## src/hdl/led_bcs_pkg.sv

```systemverilog
`timescale 1ns / 1ps
`default_nettype none
// ----------------------------------------------------------------------------
// LED blink-code sequencer package
// Shared types and constants: configuration bundle, symbol codes, widths.
// ----------------------------------------------------------------------------
package led_bcs_pkg;

  localparam int unsigned CodeHalfW = 32;
  localparam int unsigned TickW     = 8;
  localparam int unsigned SymW      = 4;
  localparam int unsigned PosW      = 5;
  localparam int unsigned CfgIdxW   = 3;

  // register indexes on the configuration channel
  localparam logic [CfgIdxW-1:0] CFG_CODE_LO    = 3'd0;
  localparam logic [CfgIdxW-1:0] CFG_CODE_HI    = 3'd1;
  localparam logic [CfgIdxW-1:0] CFG_LONG_GAP   = 3'd2;
  localparam logic [CfgIdxW-1:0] CFG_SHORT_GAP  = 3'd3;
  localparam logic [CfgIdxW-1:0] CFG_DIGIT_GAP  = 3'd4;
  localparam logic [CfgIdxW-1:0] CFG_ZERO_FLASH = 3'd5;

  // reset values of the configuration registers
  localparam logic [CodeHalfW-1:0] CODE_LO_RST    = 32'h31B0_1B52;
  localparam logic [CodeHalfW-1:0] CODE_HI_RST    = 32'hFF13_B81A;
  localparam logic [TickW-1:0]     LONG_GAP_RST   = 8'd36;
  localparam logic [TickW-1:0]     SHORT_GAP_RST  = 8'd20;
  localparam logic [TickW-1:0]     DIGIT_GAP_RST  = 8'd12;
  localparam logic [TickW-1:0]     ZERO_FLASH_RST = 8'd50;

  // symbol codes
  localparam logic [SymW-1:0] SYM_ZERO      = 4'd0;
  localparam logic [SymW-1:0] SYM_LONG_GAP  = 4'd10;
  localparam logic [SymW-1:0] SYM_SHORT_GAP = 4'd11;
  localparam logic [SymW-1:0] SYM_END       = 4'd15;

  // lead-in flash
  localparam logic [TickW-1:0] LEAD_COUNT   = 8'd15;
  localparam logic [TickW-1:0] LEAD_DARK_AT = 8'd6;

  typedef struct packed {
    logic [2*CodeHalfW-1:0] code;        // {high half, low half}
    logic [TickW-1:0]       long_gap;
    logic [TickW-1:0]       short_gap;
    logic [TickW-1:0]       digit_gap;
    logic [TickW-1:0]       zero_flash;
  } cfg_t;

endpackage
`default_nettype wire

```

## src/hdl/led_bcs_cfg.sv

```systemverilog
`timescale 1ns / 1ps
`default_nettype none
// ----------------------------------------------------------------------------
// LED blink-code configuration registers
// Register file written through the configuration channel.
// ----------------------------------------------------------------------------
module led_bcs_cfg (
  input  wire logic                                clk_i,
  input  wire logic                                rst_ni,
  input  wire logic                                wr_en_i,
  input  wire logic [led_bcs_pkg::CfgIdxW-1:0]     wr_index_i,
  input  wire logic [led_bcs_pkg::CodeHalfW-1:0]   wr_data_i,
  output led_bcs_pkg::cfg_t                        cfg_o
);

  logic [led_bcs_pkg::CodeHalfW-1:0] code_lo_q, code_hi_q;
  logic [led_bcs_pkg::TickW-1:0]     long_gap_q, short_gap_q, digit_gap_q, zero_flash_q;

  always_ff @(posedge clk_i or negedge rst_ni) begin
    if (!rst_ni) begin
      code_lo_q    <= led_bcs_pkg::CODE_LO_RST;
      code_hi_q    <= led_bcs_pkg::CODE_HI_RST;
      long_gap_q   <= led_bcs_pkg::LONG_GAP_RST;
      short_gap_q  <= led_bcs_pkg::SHORT_GAP_RST;
      digit_gap_q  <= led_bcs_pkg::DIGIT_GAP_RST;
      zero_flash_q <= led_bcs_pkg::ZERO_FLASH_RST;
    end else if (wr_en_i) begin
      unique case (wr_index_i)
        led_bcs_pkg::CFG_CODE_LO:    code_lo_q    <= wr_data_i;
        led_bcs_pkg::CFG_CODE_HI:    code_hi_q    <= wr_data_i;
        led_bcs_pkg::CFG_LONG_GAP:   long_gap_q   <= wr_data_i[led_bcs_pkg::TickW-1:0];
        led_bcs_pkg::CFG_SHORT_GAP:  short_gap_q  <= wr_data_i[led_bcs_pkg::TickW-1:0];
        led_bcs_pkg::CFG_DIGIT_GAP:  digit_gap_q  <= wr_data_i[led_bcs_pkg::TickW-1:0];
        led_bcs_pkg::CFG_ZERO_FLASH: zero_flash_q <= wr_data_i[led_bcs_pkg::TickW-1:0];
        default: ;  // unmapped index: write dropped
      endcase
    end
  end

  assign cfg_o = '{code:       {code_hi_q, code_lo_q},
                   long_gap:   long_gap_q,
                   short_gap:  short_gap_q,
                   digit_gap:  digit_gap_q,
                   zero_flash: zero_flash_q};

endmodule
`default_nettype wire

```

## src/hdl/led_bcs_core.sv

```systemverilog
`timescale 1ns / 1ps
`default_nettype none
// ----------------------------------------------------------------------------
// LED blink-code sequencer core
// Phase machine, countdown and symbol pointer; one tick per step.
// ----------------------------------------------------------------------------
module led_bcs_core #(
  parameter int unsigned MAX_SYMBOLS = 16
) (
  input  wire logic       clk_i,
  input  wire logic       rst_ni,
  input  wire logic       step_en_i,
  input  wire logic       start_i,
  input  wire led_bcs_pkg::cfg_t cfg_i,
  output logic            led_o,
  output logic            busy_o
);

  localparam logic [2:0] PH_IDLE  = 3'd0;
  localparam logic [2:0] PH_START = 3'd1;
  localparam logic [2:0] PH_LOAD  = 3'd2;
  localparam logic [2:0] PH_SHOW  = 3'd3;
  localparam logic [2:0] PH_WAIT  = 3'd4;

  localparam int unsigned PosW  = led_bcs_pkg::PosW;
  localparam int unsigned TickW = led_bcs_pkg::TickW;
  localparam int unsigned SymW  = led_bcs_pkg::SymW;
  localparam logic [PosW-1:0] PosLimit = PosW'(MAX_SYMBOLS);

  logic [2:0]       phase_q, phase_d, phase_cur;
  logic [TickW-1:0] countdown_q, countdown_d;
  logic [PosW-1:0]  pos_q, pos_d;
  logic [TickW-1:0] zfl_q, zfl_d;
  logic [SymW-1:0]  sym;
  logic             loaded;
  logic             led;

  // positions past the table read as the end mark
  always_comb begin
    if (pos_q >= PosLimit) begin
      sym = led_bcs_pkg::SYM_END;
    end else begin
      sym = cfg_i.code[{pos_q[SymW-1:0], 2'b00} +: SymW];
    end
  end

  always_comb begin
    phase_cur   = phase_q;
    countdown_d = countdown_q;
    pos_d       = pos_q;
    zfl_d       = zfl_q;
    loaded      = 1'b0;
    led         = 1'b0;

    if (start_i && phase_q == PH_IDLE) begin
      phase_cur   = PH_START;
      countdown_d = led_bcs_pkg::LEAD_COUNT;
      loaded      = 1'b1;
    end
    phase_d = phase_cur;

    unique case (phase_cur)
      PH_IDLE: ;
      PH_START: begin
        if (countdown_d > led_bcs_pkg::LEAD_DARK_AT) begin
          led = 1'b1;
        end else if (countdown_d == '0) begin
          pos_d   = '0;
          zfl_d   = '0;
          phase_d = PH_LOAD;
        end
      end
      PH_LOAD: begin
        if (sym == led_bcs_pkg::SYM_LONG_GAP || sym == led_bcs_pkg::SYM_SHORT_GAP) begin
          countdown_d = (sym == led_bcs_pkg::SYM_LONG_GAP) ? cfg_i.long_gap : cfg_i.short_gap;
          loaded      = 1'b1;
          phase_d     = PH_WAIT;
        end else if (sym == led_bcs_pkg::SYM_END) begin
          phase_d = PH_IDLE;
        end else begin
          if (sym == led_bcs_pkg::SYM_ZERO) begin
            zfl_d = cfg_i.zero_flash;
          end else begin
            // 4n-1
            countdown_d = {2'b00, sym - 4'd1, 2'b11};
            loaded      = 1'b1;
          end
          phase_d = PH_SHOW;
        end
        pos_d = pos_q + 1'b1;
      end
      PH_SHOW: begin
        if (zfl_q != '0) begin
          zfl_d = zfl_q - 1'b1;
          led   = 1'b1;
        end else if (countdown_d == '0) begin
          countdown_d = cfg_i.digit_gap;
          loaded      = 1'b1;
          phase_d     = PH_WAIT;
        end else if (countdown_d[1]) begin
          led = 1'b1;
        end
      end
      PH_WAIT: begin
        if (countdown_d == '0) begin
          phase_d = (sym == led_bcs_pkg::SYM_END) ? PH_IDLE : PH_LOAD;
        end
      end
      default: phase_d = PH_IDLE;
    endcase

    if (!loaded && countdown_d != '0) begin
      countdown_d = countdown_d - 1'b1;
    end
  end

  always_ff @(posedge clk_i or negedge rst_ni) begin
    if (!rst_ni) begin
      phase_q     <= PH_IDLE;
      countdown_q <= '0;
      pos_q       <= '0;
      zfl_q       <= '0;
    end else if (step_en_i) begin
      phase_q     <= phase_d;
      countdown_q <= countdown_d;
      pos_q       <= pos_d;
      zfl_q       <= zfl_d;
    end
  end

  assign led_o  = led;
  assign busy_o = (phase_d != PH_IDLE);

  // zero flash counter only runs inside the show phase
  a_zfl_in_show: assert property (@(posedge clk_i) disable iff (!rst_ni)
    zfl_q != '0 |-> phase_q == PH_SHOW)
    else $error("zero flash count live outside show phase");

  // a symbol is only fetched from inside the table
  a_load_pos: assert property (@(posedge clk_i) disable iff (!rst_ni)
    phase_q == PH_LOAD |-> pos_q < PosLimit)
    else $error("load phase with position past the table");

  // a held core does not move
  a_hold: assert property (@(posedge clk_i) disable iff (!rst_ni)
    !step_en_i |=> $stable(phase_q) && $stable(countdown_q) && $stable(pos_q))
    else $error("core state changed without a step");

endmodule
`default_nettype wire

```

## src/hdl/led_blink_code_sequencer.sv

```systemverilog
`timescale 1ns / 1ps
`default_nettype none
// ----------------------------------------------------------------------------
// LED blink-code sequencer
// Plays a configured digit code on one LED, one input transfer per tick.
// ----------------------------------------------------------------------------
//  channel   dir  handshake                     payload
//  s_axis    in   s_axis_tvalid/s_axis_tready   tdata[0] start_request
//  m_axis    out  m_axis_tvalid/m_axis_tready   tdata[0] led_on, [1] busy_res
//  cfg       in   cfg_valid_i/cfg_ready_o       cfg_index_i, cfg_data_i
//
//  One result per input transfer; the item passes the input register, then
//  the result register, before the result is valid; one transfer per cycle
//  sustained while m_axis is ready.
//  The phase/countdown update is a single pass of logic in the core.
//  Reset clears the input/result valids, the core state and restores the
//  configuration defaults. The configuration channel is always ready.
//  A stalled m_axis holds its result; the input register keeps accepting
//  until it holds one waiting item.
// ----------------------------------------------------------------------------
module led_blink_code_sequencer #(
  parameter int unsigned MAX_SYMBOLS = 16
) (
  input  wire logic        clk_i,
  input  wire logic        rst_ni,
  input  wire logic        s_axis_tvalid,
  output logic             s_axis_tready,
  input  wire logic [7:0]  s_axis_tdata,   // [0] start_request, [7:1] zero
  output logic             m_axis_tvalid,
  input  wire logic        m_axis_tready,
  output logic [7:0]       m_axis_tdata,   // [0] led_on, [1] busy_res, [7:2] zero
  input  wire logic        cfg_valid_i,
  output logic             cfg_ready_o,
  input  wire logic [led_bcs_pkg::CfgIdxW-1:0]   cfg_index_i,
  input  wire logic [led_bcs_pkg::CodeHalfW-1:0] cfg_data_i
);

  led_bcs_pkg::cfg_t cfg;

  logic in_vld_q, in_vld_d, in_start_q;
  logic out_vld_q, out_vld_d, out_led_q, out_busy_q;
  logic out_free, step, in_take;
  logic led, busy;

  assign cfg_ready_o = 1'b1;

  led_bcs_cfg u_cfg (
    .clk_i      (clk_i),
    .rst_ni     (rst_ni),
    .wr_en_i    (cfg_valid_i),
    .wr_index_i (cfg_index_i),
    .wr_data_i  (cfg_data_i),
    .cfg_o      (cfg)
  );

  assign out_free      = !out_vld_q || m_axis_tready;
  assign step          = in_vld_q && out_free;
  assign s_axis_tready = !in_vld_q || step;
  assign in_take       = s_axis_tvalid && s_axis_tready;

  assign in_vld_d  = in_take ? 1'b1 : (step ? 1'b0 : in_vld_q);
  assign out_vld_d = step ? 1'b1 : (m_axis_tready ? 1'b0 : out_vld_q);

  led_bcs_core #(
    .MAX_SYMBOLS (MAX_SYMBOLS)
  ) u_core (
    .clk_i     (clk_i),
    .rst_ni    (rst_ni),
    .step_en_i (step),
    .start_i   (in_start_q),
    .cfg_i     (cfg),
    .led_o     (led),
    .busy_o    (busy)
  );

  always_ff @(posedge clk_i or negedge rst_ni) begin
    if (!rst_ni) begin
      in_vld_q  <= 1'b0;
      out_vld_q <= 1'b0;
    end else begin
      in_vld_q  <= in_vld_d;
      out_vld_q <= out_vld_d;
    end
  end

  always_ff @(posedge clk_i) begin
    if (in_take) begin
      in_start_q <= s_axis_tdata[0];
    end
    if (step) begin
      out_led_q  <= led;
      out_busy_q <= busy;
    end
  end

  assign m_axis_tvalid = out_vld_q;
  assign m_axis_tdata  = {6'b0, out_busy_q, out_led_q};

  a_step_result: assert property (@(posedge clk_i) disable iff (!rst_ni)
    step |=> m_axis_tvalid)
    else $error("processed item produced no result");

  a_ready_backpressure: assert property (@(posedge clk_i) disable iff (!rst_ni)
    !s_axis_tready |-> in_vld_q && out_vld_q && !m_axis_tready)
    else $error("input stalled without a full pipeline");

  a_result_holds: assert property (@(posedge clk_i) disable iff (!rst_ni)
    m_axis_tvalid && !m_axis_tready |=> m_axis_tvalid && $stable(m_axis_tdata))
    else $error("stalled result changed");

endmodule
`default_nettype wire
```

## config.mk

```make
export PLATFORM = sky130hd
export DESIGN_NAME = led_blink_code_sequencer
export DESIGN_NICKNAME = d
export VERILOG_FILES = /design/src/hdl/led_bcs_pkg.sv /design/src/hdl/led_bcs_cfg.sv /design/src/hdl/led_bcs_core.sv /design/src/hdl/led_blink_code_sequencer.sv
export SDC_FILE = /design/constraint.sdc
export NUM_CORES = 1
export LEC_CHECK = 0
export BUFFER_PORTS_ARGS = -buffer_cell sky130_fd_sc_hd__buf_2
export CELL_PAD_IN_SITES_DETAIL_PLACEMENT = 0
export CELL_PAD_IN_SITES_GLOBAL_PLACEMENT = 1
export CORE_ASPECT_RATIO = 1.75
export CORE_MARGIN = 2
export CORE_UTILIZATION = 50
export DETAILED_ROUTE_END_ITERATION = 7
export GPL_TIMING_DRIVEN = 0
export PLACE_DENSITY = 0.83
export SLEW_MARGIN = 20
export SYNTH_ARGS = -nofsm -noshare
export SYNTH_HDL_FRONTEND = slang
export SYNTH_SLANG_ARGS = --single-unit
```

## constraint.sdc

```tcl
create_clock -name clk_i -period 9.4 [get_ports clk_i]
set_input_delay 1.88 -clock clk_i [delete_from_list [all_inputs] [get_ports clk_i]]
set_output_delay 1.88 -clock clk_i [all_outputs]
set_load 0.01 [all_outputs]
```

Word level (Yosys, flattened, before mapping)
Index checks and enable logic that the tools add are counted.
W data, S select, Z words.

operators by class
  magnitude comparators = 2
  add/sub/neg operators = 4
  shift-type cells = 1
  reductions and logical operators = 30
  equality and inequality tests = 18
  multiplexer cells = 46

operators with widths
  cell                   number
  $mux W8                14
  $shiftx A64 B7 Y4      1
  $pmux W8 S3            1
  $mux W3                7
  $pmux W8 S2            1
  $reduce_bool A8 Y1     2
  $sub A8 B1 Y8 const B  2
  $pmux W3 S5            1
  $mux W1                14
  $eq A3 B2 Y1 const B   4
  $eq A4 B4 Y1 const B   3
  $reduce_and A2 Y1      6
  $mux W5                2
  $pmux W5 S2            1
  $eq A3 B3 Y1 const B   3
  $logic_not A3 Y1       3
  $gt A8 B3 Y1 const B   1
  $logic_not A8 Y1       1
  $reduce_and A8 Y1      1
  $eq A3 B1 Y1 const B   2
  $ne A2 B1 Y1 const B   3
  $ne A2 B2 Y1 const B   3
  $reduce_bool A2 Y1     3
  $reduce_bool A3 Y1     2
  other kinds (11)       20

storage, ports and cells
  input bits = 48
  word-level logic and storage cells = 116
  output and inout port bits = 11
  register bits after elaboration = 125

Depth between registers and ports, before layout
Gate-level depths: netlist (run 1).

  depth in word-level cells = 10
  mapped depth = 23
  gate-level depth less buffers = 18

Modules after synthesis
A second synthesis (run 1) with hierarchy kept.

second synthesis, totals
  cells, all modules = 557
  area total of the unflattened synthesis = 6901.6 µm²

modules (own cells, without submodules)
  module                    times used  seq. area each (µm²)  cells an instance  area each (µm²)
  led_bcs_cfg               1           2452.4                208                3773.6
  led_bcs_core              1           600.6                 327                2859.0
  led_blink_code_sequencer  1           140.1                 22                 269.0

Worst setup path before layout (run 1)
OpenSTA, ideal clock, no wires.

  path kind = reg-to-reg
  start = reg u_core.pos_q[1]
  end = reg u_core.countdown_q[2]
  data arrival time = 4277 ps
  slack = 4999 ps
  data required time = 9276 ps
  period minus slack after synthesis = 4401 ps
  cell stages (with the launch flop) = 23
  path buffers = 5
  library setup time = 124 ps
  path through = dfrtp_1 buf_6 buf_6 buf_2 mux4_2 nor2_1 o41ai_1 or2_2 ha_1 clkbuf_1 inv_1 nand2_1 o22ai_1 a31oi_1 o22ai_1 and3_1 clkbuf_1 ha_1 inv_1 a211oi_2 nor4b_4 a21oi_1 o31a_1

on the way
  cells in the longest elaborated chain, start to end = 10
  elaborated cells between the ends (all ways) = 23
  classes of those cells = add/sub (2); order compare (1); eq/ne (3); shift (1); mux (11); reduce/logical (5)

ends and longest elaborated chain
  what                                                                   RTL line                                RTL
  start, declared                                                        led_bcs_core.sv:32                      logic [PosW-1:0] pos_q, pos_d;
  start signal, assigned                                                 led_bcs_core.sv:126                     pos_q <= pos_d;
  $shiftx A64 B7 Y4 or $ge A5 B5 Y1 (tied branches)                      led_bcs_core.sv:43, led_bcs_core.sv:40
  $mux W4 (*)                                                            led_bcs_core.sv:40                      if (pos_q >= PosLimit) begin
  parallel branches: the longest is 7 deep, another holds $sub A8 B1 Y8  -
  $mux W8 (*)                                                            led_bcs_core.sv:112                     if (!loaded && countdown_d != '0) begin
  end signal, assigned                                                   led_bcs_core.sv:125                     countdown_q <= countdown_d;
  end, declared                                                          led_bcs_core.sv:31                      logic [TickW-1:0] countdown_q, countdown_d;

Every way passes the cells marked *.
A chain may end at the register's enable or synchronous reset.

Worst setup path in the final report (run 1)
  start = reg u_core.pos_q[2]
  end = reg u_core.countdown_q[2]

Same word-level chain as after synthesis.

==> results of run 1 <==
==> cell families after synthesis <==
group                    count (synthesis)  share of synthesized area (%)
multiplexers                           122                           21.6
buffers and inverters                   54                           4.00
flip-flops                             125                           47.2
XOR/XNOR                                 4                          0.518
other                                    2                          0.111
adder cells (fa/ha/maj)                  8                           1.48
AND/OR/NAND/NOR                        156                           13.1
AO/OA/AOI/OAI                          119                           12.0
==> layer usage <==
layer / track usage [%] / wire length (um) / up-vias
li1: - / - / 2326
met1: 24.5 / 6020 / 2483
met2: 48.8 / 9780 / 152
met3: 4.24 / 551 / 58
met4: 14.9 / 942 / 0
met5: 0 / 0 / -
==> how the worst min path moves through the flow <==
stage / cells after the start / end / startpoint
floorplan: 1 / m_axis_tvalid / in_vld_q
global placement: 1 / m_axis_tvalid / in_vld_q
detailed placement: 2 / u_core.zfl_q[1] / u_core.zfl_q[1]
CTS: 1 / m_axis_tvalid / in_vld_q
global route: 1 / u_cfg.zero_flash_q[7] / u_cfg.zero_flash_q[7]
finish: 1 / m_axis_tvalid / in_vld_q
==> layout make-up <==
| class | count | share of cell area, % |
|---|---|---|
| buffer | 40 | 2.77 |
| clock buffer | 18 | 5.59 |
| clock inverter | 14 | 1.90 |
| inverter | 14 | 0.669 |
| multi-input combinational | 416 | 42.4 |
| sequential | 125 | 40.7 |
| tap | 174 | 2.77 |
| timing repair buffer | 45 | 3.23 |
==> state kept, by name, summed over array words and instances, names as in the netlist, 8 cells and up <==
name and count:
u_cfg.code_lo_q 32, u_cfg.code_hi_q 32, u_core.countdown_q 8, u_cfg.digit_gap_q 8, u_core.zfl_q 8, u_cfg.long_gap_q 8
u_cfg.short_gap_q 8, u_cfg.zero_flash_q 8
==> where the power goes <==
group	internal, mW	leakage [nW]	total [mW]	switching (mW)
clock network	0.380	0.284	0.648	0.268
registers	0.711	1.44	0.820	0.109
logic	0.465	1.50	1.11	0.650
total	1.56	3.23	2.58	1.03
==> critical path, delay by kind of cell (launching register included) <==
family | cells | cell delay (ns)
adder cells (fa/ha/maj) | 2 | 0.37
flip-flops | 1 | 0.38
buffers and inverters | 6 | 1.61
AND/OR/NAND/NOR | 4 | 0.88
AO/OA/AOI/OAI | 7 | 1.84
multiplexers | 1 | 0.32
==> placed cells by master, fill, tap and decap left out, types with 4 or more instances in the layout <==
cell type                   Yosys  layout
sky130_fd_sc_hd__clkbuf_16      0      17
sky130_fd_sc_hd__nor2_1        43      43
sky130_fd_sc_hd__dfrtp_1       82      82
sky130_fd_sc_hd__buf_2          3      46
sky130_fd_sc_hd__a22oi_1        7       7
sky130_fd_sc_hd__mux2_2       100     100
sky130_fd_sc_hd__buf_4         11      11
sky130_fd_sc_hd__nand4_1        6       6
sky130_fd_sc_hd__inv_6          0       6
sky130_fd_sc_hd__inv_1         13      13
sky130_fd_sc_hd__a31oi_1        8       8
sky130_fd_sc_hd__nand2b_1       7       7
sky130_fd_sc_hd__a2111oi_0      4       4
sky130_fd_sc_hd__nor3_1         8       8
sky130_fd_sc_hd__a21oi_1       23      23
sky130_fd_sc_hd__or3_1          6       6
sky130_fd_sc_hd__mux2i_1       13      13
sky130_fd_sc_hd__o22ai_1        9       9
sky130_fd_sc_hd__mux4_2         9       9
sky130_fd_sc_hd__dfstp_2       40      40
sky130_fd_sc_hd__ha_1           8       8
sky130_fd_sc_hd__nand3b_1       6       6
sky130_fd_sc_hd__clkbuf_1      22      22
sky130_fd_sc_hd__a21o_1         5       5
sky130_fd_sc_hd__or2_2          4       4
sky130_fd_sc_hd__conb_1         2       7
sky130_fd_sc_hd__o21ai_0       21      21
sky130_fd_sc_hd__nand3_1       11      11
sky130_fd_sc_hd__and3_1         6       6
sky130_fd_sc_hd__nor2b_1        5       5
sky130_fd_sc_hd__buf_6          3       4
sky130_fd_sc_hd__o31ai_1        5       5
sky130_fd_sc_hd__nand2_1       26      26
==> results_tabular.tex, run 1 <==
\begin{tabular}{lr}
\hline
Metric & Value \\
\hline
\multicolumn{2}{l}{\textbf{CTS}} \\
Count of hold-fix buffers inserted at cts & 0 \\
Number of buffers on the longest clock path & 2 \\
Total CTS buffers & 17 \\
CTS tree & done \\
Post-cts gate resize count & 0 \\
CTS Root Buffer Type & sky130\_fd\_sc\_hd\_\_clkbuf\_16 \\
Clock insertion delay at the later pin of the skew report & 0.42 ns \\
Clock-pin transition on the worst setup and hold timing paths & 0.06 ns \\
Buffers inserted during post-CTS setup optimization & 0 \\
Num Clock Sinks & between 100 and 150 \\
Count of H-tree levels built during CTS & 4 \\
\multicolumn{2}{l}{\textbf{Placement}} \\
Total of buffers placed on input and output ports & 44 \\
Half-perimeter wire length of the detailed placement result & 13.0 mm \\
Cell total after placement & 814 \\
Worst slack after detailed placement & 3.90 ns \\
Placed cell areas & 7260 sq um \\
Last weighted congestion value of the routability-driven placer & 0.884 \\
\multicolumn{2}{l}{\textbf{GRT}} \\
Number of antenna violations at the first check in global routing & 0 \\
Pin count of the biggest net entering global routing & 88 \\
Overall overflow remaining after global route & 0 \\
Wire length of the first global-routing pass & 27.8 mm \\
Global router's overall resource usage & 25.2\% \\
Vias in the first global route & 5371 \\
\multicolumn{2}{l}{\textbf{Setup path}} \\
Data arrival time of the critical path & 5.81 ns \\
Critical path origin & u\_core.pos\_q[2] \\
Worst Setup End Kind & flop \\
Maximum fanout encountered on the critical timing path & 10 \\
Critical path destination & u\_core.countdown\_q[2] \\
Slack of the worst reg-to-reg path & 3.89 ns \\
Class of the most critical setup path & reg -> reg \\
List of cells traversed by the critical path & buf\_2 -> clkbuf\_1 -> mux4\_2 -> nor2\_1 -> o41ai\_1 -> or2\_2 -> ha\_1 -> clkbuf\_1 -> inv\_1 -> o22ai\_1 -> a31oi\_1 -> o22ai\_1 -> and3\_1 -> clkbuf\_1 -> ha\_1 -> inv\_1 -> a211oi\_2 -> nor4b\_4 -> a21oi\_1 -> o31a\_1 \\
Start of the worst register-to-register path & u\_core.pos\_q[2] \\
Worst Setup Start Kind & flop \\
Crit path largest cell delay & 0.55 ns \\
Depth of the worst register-to-register path & 20 \\
Required time of the critical path & approximately 9.7 ns \\
CP max-delay cell & sky130\_fd\_sc\_hd\_\_o41ai\_1 \\
Most frequent cell on the critical path & sky130\_fd\_sc\_hd\_\_clkbuf\_1 \\
Reg2reg end & u\_core.countdown\_q[2] \\
\multicolumn{2}{l}{\textbf{Floorplan}} \\
Standard cell core area & roughly 13000 sq um \\
Die Outline Area & about 15000 sq um \\
Ports & 59 \\
Initial Util & 50.8\% \\
Chip Height & 158 um \\
Die Width & 91.9 um \\
Rows & 56 \\
\multicolumn{2}{l}{\textbf{Layout}} \\
Final core occ & 59.0\% \\
Non-filler cells in the finished layout & 846 \\
Final nets & roughly 720 \\
Area taken by flip-flops and latches & between 3000 and 4000 sq um \\
Ratio of cells with drive above 1 in the final layout & 38.8\% \\
Post-route cell area & $\sim$7900 sq um \\
Number of fillers in the final layout & 1162 \\
Layout area overhead & 16.1\% \\
Diode count & 0 \\
Footprint of the multi-input gates & 3330 sq um \\
\multicolumn{2}{l}{\textbf{Routing}} \\
Number of DRC markers in iteration 0 & 273 \\
Sum of routed wire length over all layers & 17.3 mm \\
Number of iterations in the first detailed-routing pass & 4 \\
Residual antenna-violating net count after detailed routing & 0 \\
Average wire per cell in the routed design & 20.4 um \\
Per-cell via count in the routed design & around 5.9 \\
Total number of vias & approximately 5000 \\
Detailed-route DRC error count & 0 \\
\multicolumn{2}{l}{\textbf{Logic synthesis}} \\
Warnings from Yosys & 0 \\
Syn Area/Cell & around 11 sq um \\
Area contributors post-synth & sky130\_fd\_sc\_hd\_\_dfrtp\_1 (30\%), sky130\_fd\_sc\_hd\_\_mux2\_2 (17\%), sky130\_fd\_sc\_hd\_\_dfstp\_2 (16\%) \\
Area leader, netlist & sky130\_fd\_sc\_hd\_\_dfrtp\_1 \\
EDFF count, synth & 3 \\
Top cell types by occurrence after synthesis & sky130\_fd\_sc\_hd\_\_mux2\_2 (100), sky130\_fd\_sc\_hd\_\_dfrtp\_1 (82), sky130\_fd\_sc\_hd\_\_nor2\_1 (43) \\
Mapped cell area & 6760 sq um \\
Proportion of synthesized chip area in sequential cells & 47.2\% \\
Most used flip-flop cell after synthesis & sky130\_fd\_sc\_hd\_\_dfrtp\_1 \\
Area share of the leading cell type in the synthesized netlist & 30.3\% \\
Synthesized netlist cell count & 590 \\
Proportion of register bits with asynchronous set or reset after synthesis & 97.6\% \\
Synth cell types & 75 \\
Number of synthesized register bits & around 130 \\
Top-count cell post-synth & sky130\_fd\_sc\_hd\_\_mux2\_2 \\
\multicolumn{2}{l}{\textbf{Timing}} \\
Setup TNS Final & 0 ns \\
Final critical path time including I/O delays and setup & about 5.5 ns \\
Setup-violating endpoint count in the final report & 0 \\
Worst max-slew margin expressed relative to the limit & 41.9\% \\
Setup ws final & 3.89 ns \\
Final critical-path share of the clock period & 58.7\% \\
Final hold vios & 0 \\
Highest attainable clock frequency & 181 MHz \\
Setup repair after global routing missed its margin & no \\
Clock Skews & 0.00949 ns \\
Worst-case hold slack & about 0.49 ns \\
Slew at the pin with the worst max-slew slack & 0.864 ns \\
Final number of max-transition violations & 0 \\
\multicolumn{2}{l}{\textbf{Min path}} \\
Classification of the worst-slack hold path & reg -> reg \\
\multicolumn{2}{l}{\textbf{Power and ir drop}} \\
Worst supply voltage drop on vdd & 0.176 mV \\
PnR Total Power & roughly 2.6 mW \\
Power density of the placed cells & 329 nW/um\^{}2 \\
Leakage component of the power & 3.23 nW \\
\multicolumn{2}{l}{\textbf{Run}} \\
Total of max-cap violations & 0 \\
\multicolumn{2}{l}{\textbf{Status}} \\
Status & finished, final reports clean \\
\hline
\end{tabular}
(Power assumes the default switching activity.)
==> run 2, diff against run 1 <==
CORE_UTILIZATION = 48   (was 50)
PLACE_DENSITY = 0.81   (was 0.83)
clock period = 5.2 ns   (was 9.4 ns; I/O delays follow)
==> run 2 against run 1 <==
Against the previous run:
- the flow now finishes with violations (DRC)
- sequential cell count did not move
- non-clock buffer count grew 5
- combinational power increased by 90%
- total power increased by 86%
- maximum frequency is 12% higher
- critical path depth is 1 lower
- die area grew 4.0%
- final area up 1.3%
- clock-buffer cell count fell by 1
- global-route usage decreased by 0.38 points
- largest cell class unchanged
- highest routed layer unchanged
==> results_tabular.tex, run 2 (synthesis results as in run 1) <==
\begin{tabular}{lr}
\hline
Metric & Value \\
\hline
\multicolumn{2}{l}{\textbf{Power and ir drop}} \\
Net Sw Frac & 39.8\% (+0.067 points) \\
Share of total power in combinational logic & 43.9\% (+0.8 points) \\
Switch Pwr & 1.91 mW (+86\%) \\
Power density of the placed cells & 604 nW/um\^{}2 (+84\%) \\
PnR Total Power & 4.81 mW (+86\%) \\
Worst supply voltage drop on vdd & 0.367 mV (+110\%) \\
Leakage component of the power & 3.29 nW (+1.7\%) \\
Fraction of power consumed by sequential logic & 30.9\% (-0.9 points) \\
Cell internal power dissipation & 2.89 mW (+86\%) \\
Clk network pwr share & 25.2\% (about the same) \\
\multicolumn{2}{l}{\textbf{Setup path}} \\
Data arrival time of the critical path & 5.25 ns (-0.56 ns) \\
Start of the worst register-to-register path & u\_core.pos\_q[1] \\
Maximum fanout encountered on the critical timing path & 10 (unchanged) \\
Critical path buffer and inverter count & 6 (unchanged) \\
Class of the most critical setup path & reg -> reg \\
Largest delay contributor family on the critical path & compound AO/OA/AOI/OAI gates \\
Depth of the worst register-to-register path & 19 (-5.0\%) \\
Crit path largest cell delay & 0.55 ns (about the same) \\
Required time of the critical path & 5.51 ns (-4.18 ns) \\
Reg2reg end & u\_core.countdown\_q[2] \\
Worst Setup Start Kind & flop \\
Slack of the worst reg-to-reg path & 0.25 ns (-3.63 ns) \\
CP max-delay cell & sky130\_fd\_sc\_hd\_\_mux4\_2 \\
List of cells traversed by the critical path & buf\_6 -> buf\_6 -> buf\_4 -> mux4\_2 -> nor2\_1 -> o41ai\_2 -> or2\_2 -> inv\_1 -> ha\_1 -> clkbuf\_1 -> nand3\_4 -> a211o\_1 -> a21oi\_2 -> ha\_1 -> inv\_1 -> a211oi\_4 -> nor4b\_4 -> a21oi\_1 -> o31a\_1 \\
Worst Setup End Kind & flop \\
\multicolumn{2}{l}{\textbf{Status}} \\
Violated checks & DRC \\
Status & finished with violations \\
\multicolumn{2}{l}{\textbf{Floorplan}} \\
Standard cell core area & 13800 sq um (+3.9\%) \\
Initial Util & 48.9\% (-1.9 points) \\
Chip Height & 161 um (+2.0\%) \\
Die Width & 93.7 um (+2.0\%) \\
Die Outline Area & 15100 sq um (+4.0\%) \\
Ports & 59 (unchanged) \\
Rows & 57 (+1.8\%) \\
\multicolumn{2}{l}{\textbf{Layout}} \\
Leading cell type in the layout, fill and taps excluded & sky130\_fd\_sc\_hd\_\_mux2\_2 \\
Non-filler cells in the finished layout & 854 (+0.95\%) \\
Commonest cells after routing, fill and taps aside & sky130\_fd\_sc\_hd\_\_mux2\_2 (100), sky130\_fd\_sc\_hd\_\_dfrtp\_1 (82), sky130\_fd\_sc\_hd\_\_buf\_2 (45), sky130\_fd\_sc\_hd\_\_nor2\_1 (43), sky130\_fd\_sc\_hd\_\_dfstp\_2 (40) \\
Final nets & 720 (+0.70\%) \\
Layout area overhead & 17.6\% \\
Diode count & 0 (unchanged) \\
Ratio of cells with drive above 1 in the final layout & 40.6\% (+1.8 points) \\
Registers with the highest flip-flop counts & u\_cfg.code\_hi\_q x32, u\_cfg.code\_lo\_q x32 \\
Number of fillers in the final layout & 1188 (+2.2\%) \\
\multicolumn{2}{l}{\textbf{Timing}} \\
Setup repair after global routing missed its margin & no \\
Setup-violating endpoint count in the final report & 0 (unchanged) \\
Clock Skews & 0.0157 ns (+0.00622 ns) \\
Worst-case hold slack & 0.496 ns (+0.00113 ns) \\
Final critical-path share of the clock period & 95.1\% (+36 points) \\
Final hold vios & 0 (unchanged) \\
Slew at the pin with the worst max-slew slack & 0.919 ns (+0.0549 ns) \\
Highest attainable clock frequency & 202 MHz (+12\%) \\
Worst max-slew margin expressed relative to the limit & 38.2\% (-3.7 points) \\
Final number of max-transition violations & 0 (unchanged) \\
Final critical path time including I/O delays and setup & 4.95 ns (-0.569 ns) \\
\multicolumn{2}{l}{\textbf{CTS}} \\
Num Clock Sinks & 125 (unchanged) \\
CTS Root Buffer Type & sky130\_fd\_sc\_hd\_\_clkbuf\_16 \\
CTS tree & done \\
Number of buffers on the longest clock path & 2 (unchanged) \\
Total CTS buffers & 17 (unchanged) \\
Clock-pin transition on the worst setup and hold timing paths & 0.07 ns (about the same) \\
Clock insertion delay at the later pin of the skew report & 0.42 ns (about the same) \\
Count of hold-fix buffers inserted at cts & 0 (unchanged) \\
Count of H-tree levels built during CTS & 4 (unchanged) \\
\multicolumn{2}{l}{\textbf{Routing}} \\
Number of DRC markers in iteration 0 & 278 (+1.8\%) \\
Total number of vias & 5110 (+1.8\%) \\
Average wire per cell in the routed design & 20.7 um (+1.4\%) \\
Detailed-route DRC error count & 2 (+2) \\
Residual antenna-violating net count after detailed routing & 0 (unchanged) \\
Per-cell via count in the routed design & 5.98 (+0.86\%) \\
Number of iterations in the first detailed-routing pass & 8 (+4) \\
Sum of routed wire length over all layers & 17.7 mm (+2.4\%) \\
\multicolumn{2}{l}{\textbf{Min path}} \\
WHS Path Cells & 1 (unchanged) \\
Origin of the worst min-delay path & in\_vld\_q \\
Hold path endpoint & m\_axis\_tvalid \\
Classification of the worst-slack hold path & reg -> reg \\
\multicolumn{2}{l}{\textbf{GRT}} \\
Pin count of the biggest net entering global routing & 65 (-26\%) \\
Wire length of the first global-routing pass & 28.7 mm (+3.1\%) \\
Global router's overall resource usage & 24.8\% (-0.38 points) \\
Vias in the first global route & 5457 (+1.6\%) \\
Overall overflow remaining after global route & 0 (unchanged) \\
Number of antenna violations at the first check in global routing & 0 (unchanged) \\
\multicolumn{2}{l}{\textbf{Placement}} \\
Half-perimeter wire length of the detailed placement result & 13.0 mm (+0.19\%) \\
Last weighted congestion value of the routability-driven placer & 0.877 (-0.87\%) \\
Cell total after placement & 818 (+0.49\%) \\
Total of buffers placed on input and output ports & 44 (unchanged) \\
\multicolumn{2}{l}{\textbf{Run}} \\
Total of max-cap violations & 0 (unchanged) \\
\hline
\end{tabular}
==> run 2: power by group through the flow <==
stage | clock network (mW) | logic (mW) | registers (mW)
2_1_floorplan | 0 | 1.52 | 1.42
3_3_place_gp | 0 | 1.96 | 1.48
3_5_place_dp | 0 | 2.00 | 1.49
4_1_cts | 1.23 | 2.04 | 1.48
5_1_grt | 1.27 | 2.29 | 1.52
6_report | 1.21 | 2.11 | 1.49
==> run 2: layout make-up <==
type / instances / area, sq um / area share, %
multi-input combinational: 416 / 3360 / 42.3
sequential: 125 / 3190 / 40.2
clock buffer: 17 / 425 / 5.35
timing repair buffer: 52 / 307 / 3.85
tap: 177 / 221 / 2.78
buffer: 38 / 214 / 2.69
clock inverter: 15 / 176 / 2.22
inverter: 14 / 52.6 / 0.661
==> run 2: worst max-delay path by stage <==
stage	start	endpoint	slack, ns	cells after the start
after floorplan	u_core.pos_q[1]	u_core.countdown_q[2]	0.80	22
after global placement	u_core.pos_q[2]	u_core.countdown_q[2]	-0.32	20
after detailed placement	u_core.pos_q[2]	u_core.countdown_q[2]	-0.43	20
after CTS	u_core.pos_q[1]	u_core.countdown_q[2]	0.02	21
after global routing	u_core.pos_q[1]	u_core.countdown_q[0]	0.04	20
final	u_core.pos_q[1]	u_core.countdown_q[2]	0.25	19
==> run 2: per-stage QoR <==
stage | area (sq um) | setup slack, ns | setup TNS [ns] | utilization (%)
after floorplan | 6780 | 0.799 | 0 | -
after global placement | 7220 | -0.321 | -1.18 | 52.2
after detailed placement | 7280 | -0.433 | -1.87 | 52.6
after CTS | 7910 | 0.0237 | 0 | 57.2
after global routing | 7950 | 0.0384 | 0 | 57.5
final | 7950 | 0.255 | 0 | 57.5
==> run 2: layer usage <==
layer / up-vias / wire length [um] / GRT usage (%)
li1: 2334 / - / -
met1: 2581 / 6230 / 25.4
met2: 150 / 10200 / 47.1
met3: 45 / 542 / 3.92
met4: 0 / 757 / 12.5
met5: - / 0 / 0
==> run 2: worst reg2reg max path, stage by stage, from the launching register on <==
cell and delay (ns):
sky130_fd_sc_hd__dfrtp_1 0.36, sky130_fd_sc_hd__buf_6 0.15, sky130_fd_sc_hd__buf_6 0.18, sky130_fd_sc_hd__buf_4 0.24, sky130_fd_sc_hd__mux4_2 0.56, sky130_fd_sc_hd__nor2_1 0.15
sky130_fd_sc_hd__o41ai_2 0.12, sky130_fd_sc_hd__or2_2 0.33, sky130_fd_sc_hd__inv_1 0.06, sky130_fd_sc_hd__ha_1 0.13, sky130_fd_sc_hd__clkbuf_1 0.37, sky130_fd_sc_hd__nand3_4 0.25
sky130_fd_sc_hd__a211o_1 0.36, sky130_fd_sc_hd__a21oi_2 0.23, sky130_fd_sc_hd__ha_1 0.21, sky130_fd_sc_hd__inv_1 0.07, sky130_fd_sc_hd__a211oi_4 0.27, sky130_fd_sc_hd__nor4b_4 0.38
sky130_fd_sc_hd__a21oi_1 0.14, sky130_fd_sc_hd__o31a_1 0.29
==> run 2: timing repair <==
action / CTS / global route
endpoints found under the setup margin: 8 / 6
buffers inserted: 2 / 4
pin swaps: 0 / 1
gates resized for setup: 5 / 5
==> run 3, diff against run 2 <==
CORE_UTILIZATION = 49   (was 48)
SYNTH_HIERARCHICAL = 1   (was unset)
==> run 3 against run 2 <==
Against the previous run:
- critical path type unchanged
- register-to-register slack better by 0.08 ns
- core utilization is 0.55 points higher
- combinational power is 9% lower
- the run now ends clean
- synthesized area is 2.0% higher
- sequential cell count stayed put
==> results_tabular.tex, run 3 <==
\begin{tabular}{lr}
\hline
Metric & Value \\
\hline
\multicolumn{2}{l}{\textbf{GRT}} \\
Overall overflow remaining after global route & 0 (unchanged) \\
Global router's overall resource usage & 23.7\% (-1.1 points) \\
Number of antenna violations at the first check in global routing & 0 (unchanged) \\
Pin count of the biggest net entering global routing & 65 (unchanged) \\
Vias in the first global route & 5203 (-4.7\%) \\
Wire length of the first global-routing pass & 27.5 mm (-4.3\%) \\
\multicolumn{2}{l}{\textbf{Logic synthesis}} \\
EDFF count, synth & 3 (unchanged) \\
Area share of the leading cell type in the synthesized netlist & 29.7\% (-0.60 points) \\
Proportion of register bits with asynchronous set or reset after synthesis & 97.6\% (unchanged) \\
Syn Area/Cell & 12.4 sq um (+8.1\%) \\
Proportion of synthesized chip area in sequential cells & 46.3\% (-0.94 points) \\
Most used flip-flop cell after synthesis & sky130\_fd\_sc\_hd\_\_dfrtp\_1 \\
Mapped cell area & 6900 sq um (+2.0\%) \\
Synthesized netlist cell count & 557 (-5.6\%) \\
Number of synthesized register bits & 125 (unchanged) \\
Synth cell types & 85 (+13\%) \\
Area contributors post-synth & sky130\_fd\_sc\_hd\_\_dfrtp\_1 (30\%), sky130\_fd\_sc\_hd\_\_dfstp\_2 (15\%), sky130\_fd\_sc\_hd\_\_mux2\_2 (8.5\%) \\
Warnings from Yosys & 6 (+6) \\
Top-count cell post-synth & sky130\_fd\_sc\_hd\_\_dfrtp\_1 \\
Area leader, netlist & sky130\_fd\_sc\_hd\_\_dfrtp\_1 \\
Top cell types by occurrence after synthesis & sky130\_fd\_sc\_hd\_\_dfrtp\_1 (82), sky130\_fd\_sc\_hd\_\_mux2\_2 (52), sky130\_fd\_sc\_hd\_\_dfstp\_2 (40) \\
\multicolumn{2}{l}{\textbf{Min path}} \\
WHS Path Cells & 1 (unchanged) \\
Classification of the worst-slack hold path & reg -> reg \\
Origin of the worst min-delay path & u\_cfg/code\_hi\_q[10] \\
Hold path endpoint & u\_cfg/code\_hi\_q[10] \\
\multicolumn{2}{l}{\textbf{Timing}} \\
Final hold vios & 0 (unchanged) \\
Setup TNS Final & 0 ns (unchanged) \\
Final critical-path share of the clock period & 93.6\% (-1.5 points) \\
Final critical path time including I/O delays and setup & 4.87 ns (-0.0771 ns) \\
Highest attainable clock frequency & 205 MHz (+1.6\%) \\
Final number of max-transition violations & 0 (unchanged) \\
Setup ws final & 0.332 ns (+0.0771 ns) \\
Setup-violating endpoint count in the final report & 0 (unchanged) \\
Clock Skews & 0.00978 ns (-0.00594 ns) \\
Worst max-slew margin expressed relative to the limit & 39.5\% (+1.3 points) \\
Slew at the pin with the worst max-slew slack & 0.906 ns (-0.0132 ns) \\
Setup repair after global routing missed its margin & no \\
\multicolumn{2}{l}{\textbf{Setup path}} \\
Depth of the worst register-to-register path & 16 (-3) \\
Largest delay contributor family on the critical path & compound AO/OA/AOI/OAI gates \\
Reg2reg end & u\_core/countdown\_q[4] \\
Maximum fanout encountered on the critical timing path & 10 (unchanged) \\
Worst Setup End Kind & flop \\
Worst Setup Start Kind & flop \\
Start of the worst register-to-register path & u\_core/pos\_q[2] \\
Data arrival time of the critical path & 5.15 ns (-0.10 ns) \\
List of cells traversed by the critical path & buf\_2 -> mux4\_2 -> mux2i\_1 -> mux2i\_1 -> nor2\_2 -> ha\_2 -> o2111ai\_2 -> nor2\_4 -> nor2\_1 -> o41ai\_4 -> ha\_1 -> o311ai\_0 -> a211oi\_2 -> or3b\_1 -> a31oi\_1 -> o41ai\_1 \\
Slack of the worst reg-to-reg path & 0.33 ns (+0.08 ns) \\
Most frequent cell on the critical path & sky130\_fd\_sc\_hd\_\_mux2i\_1 \\
Class of the most critical setup path & reg -> reg \\
Critical path buffer and inverter count & 1 (-5) \\
Required time of the critical path & 5.48 ns (-0.03 ns) \\
CP max-delay cell & sky130\_fd\_sc\_hd\_\_dfrtp\_1 \\
Crit path largest cell delay & 0.60 ns (+0.05 ns) \\
\multicolumn{2}{l}{\textbf{Status}} \\
Status & finished, final reports clean \\
\multicolumn{2}{l}{\textbf{CTS}} \\
Clock-pin transition on the worst setup and hold timing paths & 0.06 ns (about the same) \\
Total CTS buffers & 17 (unchanged) \\
Clock insertion delay at the later pin of the skew report & 0.42 ns (about the same) \\
CTS Root Buffer Type & sky130\_fd\_sc\_hd\_\_clkbuf\_16 \\
CTS tree & done \\
Num Clock Sinks & 125 (unchanged) \\
Count of hold-fix buffers inserted at cts & 0 (unchanged) \\
Count of H-tree levels built during CTS & 4 (unchanged) \\
Number of buffers on the longest clock path & 2 (unchanged) \\
\multicolumn{2}{l}{\textbf{Layout}} \\
Commonest cells after routing, fill and taps aside & sky130\_fd\_sc\_hd\_\_dfrtp\_1 (81), sky130\_fd\_sc\_hd\_\_mux2\_2 (52), sky130\_fd\_sc\_hd\_\_buf\_2 (48), sky130\_fd\_sc\_hd\_\_dfstp\_2 (40), sky130\_fd\_sc\_hd\_\_mux2\_1 (32) \\
Number of fillers in the final layout & 1189 (+0.084\%) \\
Leading cell type in the layout, fill and taps excluded & sky130\_fd\_sc\_hd\_\_dfrtp\_1 \\
Diode count & 0 (unchanged) \\
Registers with the highest flip-flop counts & u\_cfg/code\_hi\_q x32, u\_cfg/code\_lo\_q x32 \\
Ratio of cells with drive above 1 in the final layout & 39.4\% (-1.2 points) \\
Non-filler cells in the finished layout & 817 (-4.3\%) \\
Post-route cell area & 8030 sq um (+0.96\%) \\
Final nets & 683 (-5.1\%) \\
Layout area overhead & 16.3\% \\
\multicolumn{2}{l}{\textbf{Run}} \\
Total of max-cap violations & 0 (unchanged) \\
\multicolumn{2}{l}{\textbf{Routing}} \\
Residual antenna-violating net count after detailed routing & 0 (unchanged) \\
Total number of vias & 4926 (-3.6\%) \\
Per-cell via count in the routed design & 6.03 (+0.76\%) \\
Detailed-route DRC error count & 0 (-2) \\
Number of iterations in the first detailed-routing pass & 5 (-3) \\
Sum of routed wire length over all layers & 16.8 mm (-5.0\%) \\
Average wire per cell in the routed design & 20.6 um (-0.70\%) \\
Number of DRC markers in iteration 0 & 267 (-4.0\%) \\
\multicolumn{2}{l}{\textbf{Floorplan}} \\
Standard cell core area & 13800 sq um (unchanged) \\
Die Outline Area & 15100 sq um (about the same) \\
Initial Util & 49.9\% (+0.99 points) \\
Die Width & 93.7 um (about the same) \\
Rows & 57 (unchanged) \\
Ports & 59 (unchanged) \\
Chip Height & 161 um (about the same) \\
\multicolumn{2}{l}{\textbf{Placement}} \\
Total of buffers placed on input and output ports & 43 (-2.3\%) \\
Last weighted congestion value of the routability-driven placer & 0.935 (+6.7\%) \\
Cell total after placement & 783 (-4.3\%) \\
Placed cell areas & 7390 sq um (+1.6\%) \\
Worst slack after detailed placement & -0.145 ns (+0.288 ns) \\
Half-perimeter wire length of the detailed placement result & 12.4 mm (-4.9\%) \\
\multicolumn{2}{l}{\textbf{Power and ir drop}} \\
Leakage component of the power & 3.37 nW (+2.6\%) \\
Worst supply voltage drop on vdd & 0.314 mV (-14\%) \\
Power density of the placed cells & 574 nW/um\^{}2 (-4.9\%) \\
PnR Total Power & 4.61 mW (-4.0\%) \\
\hline
\end{tabular}
-- run 3: cell types whose count changed after synthesis, sizes merged, moves of 4 or more --
cell    previous run  this run
nor2              43        30
o21ai             24        13
clkbuf            22        12
buf               18        27
or3                6        13
mux2             100       106
mux2i             13         7
nand2             26        20
o211ai             2         8
a22o               2         7
a22oi              7         2
o22ai              9         4
a31oi              8        12
nor3b              5         1
-- run 3: worst max-delay path by stage --
stage / from / endpoint / slack [ns] / depth (start not counted)
6_report: u_core/pos_q[2] / u_core/countdown_q[4] / 0.33 / 16
3_3_place_gp: u_core/pos_q[0] / u_core/countdown_q[4] / -0.15 / 17
3_5_place_dp: u_core/pos_q[0] / u_core/countdown_q[4] / -0.15 / 17
2_1_floorplan: u_core/pos_q[0] / u_core/countdown_q[4] / 0.99 / 17
4_1_cts: u_core/pos_q[0] / u_core/countdown_q[4] / 0.04 / 17
5_1_grt: u_core/pos_q[2] / u_core/countdown_q[4] / 0.05 / 17
-- run 3: what timing repair did --
action                                  4_1_cts  5_1_grt
buffers inserted                              1        3
gates cloned                                  0        0
endpoints found under the setup margin        1        3
gates resized for setup                       2        2
pin swaps                                     1        4
-- run 3: stage by stage --
| stage | hold slack, ns | utilization [%] |
|---|---|---|
| 4_1_cts | 0.487 | 57.9 |
| 3_5_place_dp | 0.472 | 53.4 |
| 2_1_floorplan | 0.449 | - |
| 3_3_place_gp | 0.462 | 53.2 |
| 6_report | 0.486 | 58.0 |
| 5_1_grt | 0.504 | 58.0 |
-- run 3: cell type report --
type / instances / area, sq um / share of cell area (%)
Multi-Input combinational cell: 385 / 3430 / 42.7
Sequential cell: 125 / 3190 / 39.8
Clock buffer: 20 / 500 / 6.23
Timing Repair Buffer: 48 / 279 / 3.48
Buffer: 37 / 251 / 3.13
Tap cell: 177 / 221 / 2.76
Clock inverter: 12 / 106 / 1.32
Inverter: 13 / 48.8 / 0.608
-- run 3: kinds of logic (layout without fill, tap and decap cells) --
kind of cell    count (synthesis)  in the layout  synth area share [%]
simple gates                  130            130                  11.4
mux                           125            125                  23.6
flops                         125            125                  46.3
compound gates                112            112                  12.3
buf+inv                        52            130                  4.51
fa+ha+maj                       8              8                  1.45
xor+xnor                        3              3                 0.381
other cells                     2              7                 0.109
-- run 3: layer usage --
metal / track usage [%] / up-vias / part of all wire (%)
met5: 0 / - / 0
met3: 4.10 / 39 / 3.1
met1: 25.6 / 2519 / 37
met4: 11.4 / 0 / 3.5
li1: - / 2249 / -
met2: 43.5 / 119 / 56
-- run 3: where the power goes --
part	total (mW)	switching [mW]	internal [mW]
clock	1.20	0.483	0.715
sequential	1.48	0.204	1.28
combinational	1.93	1.09	0.847
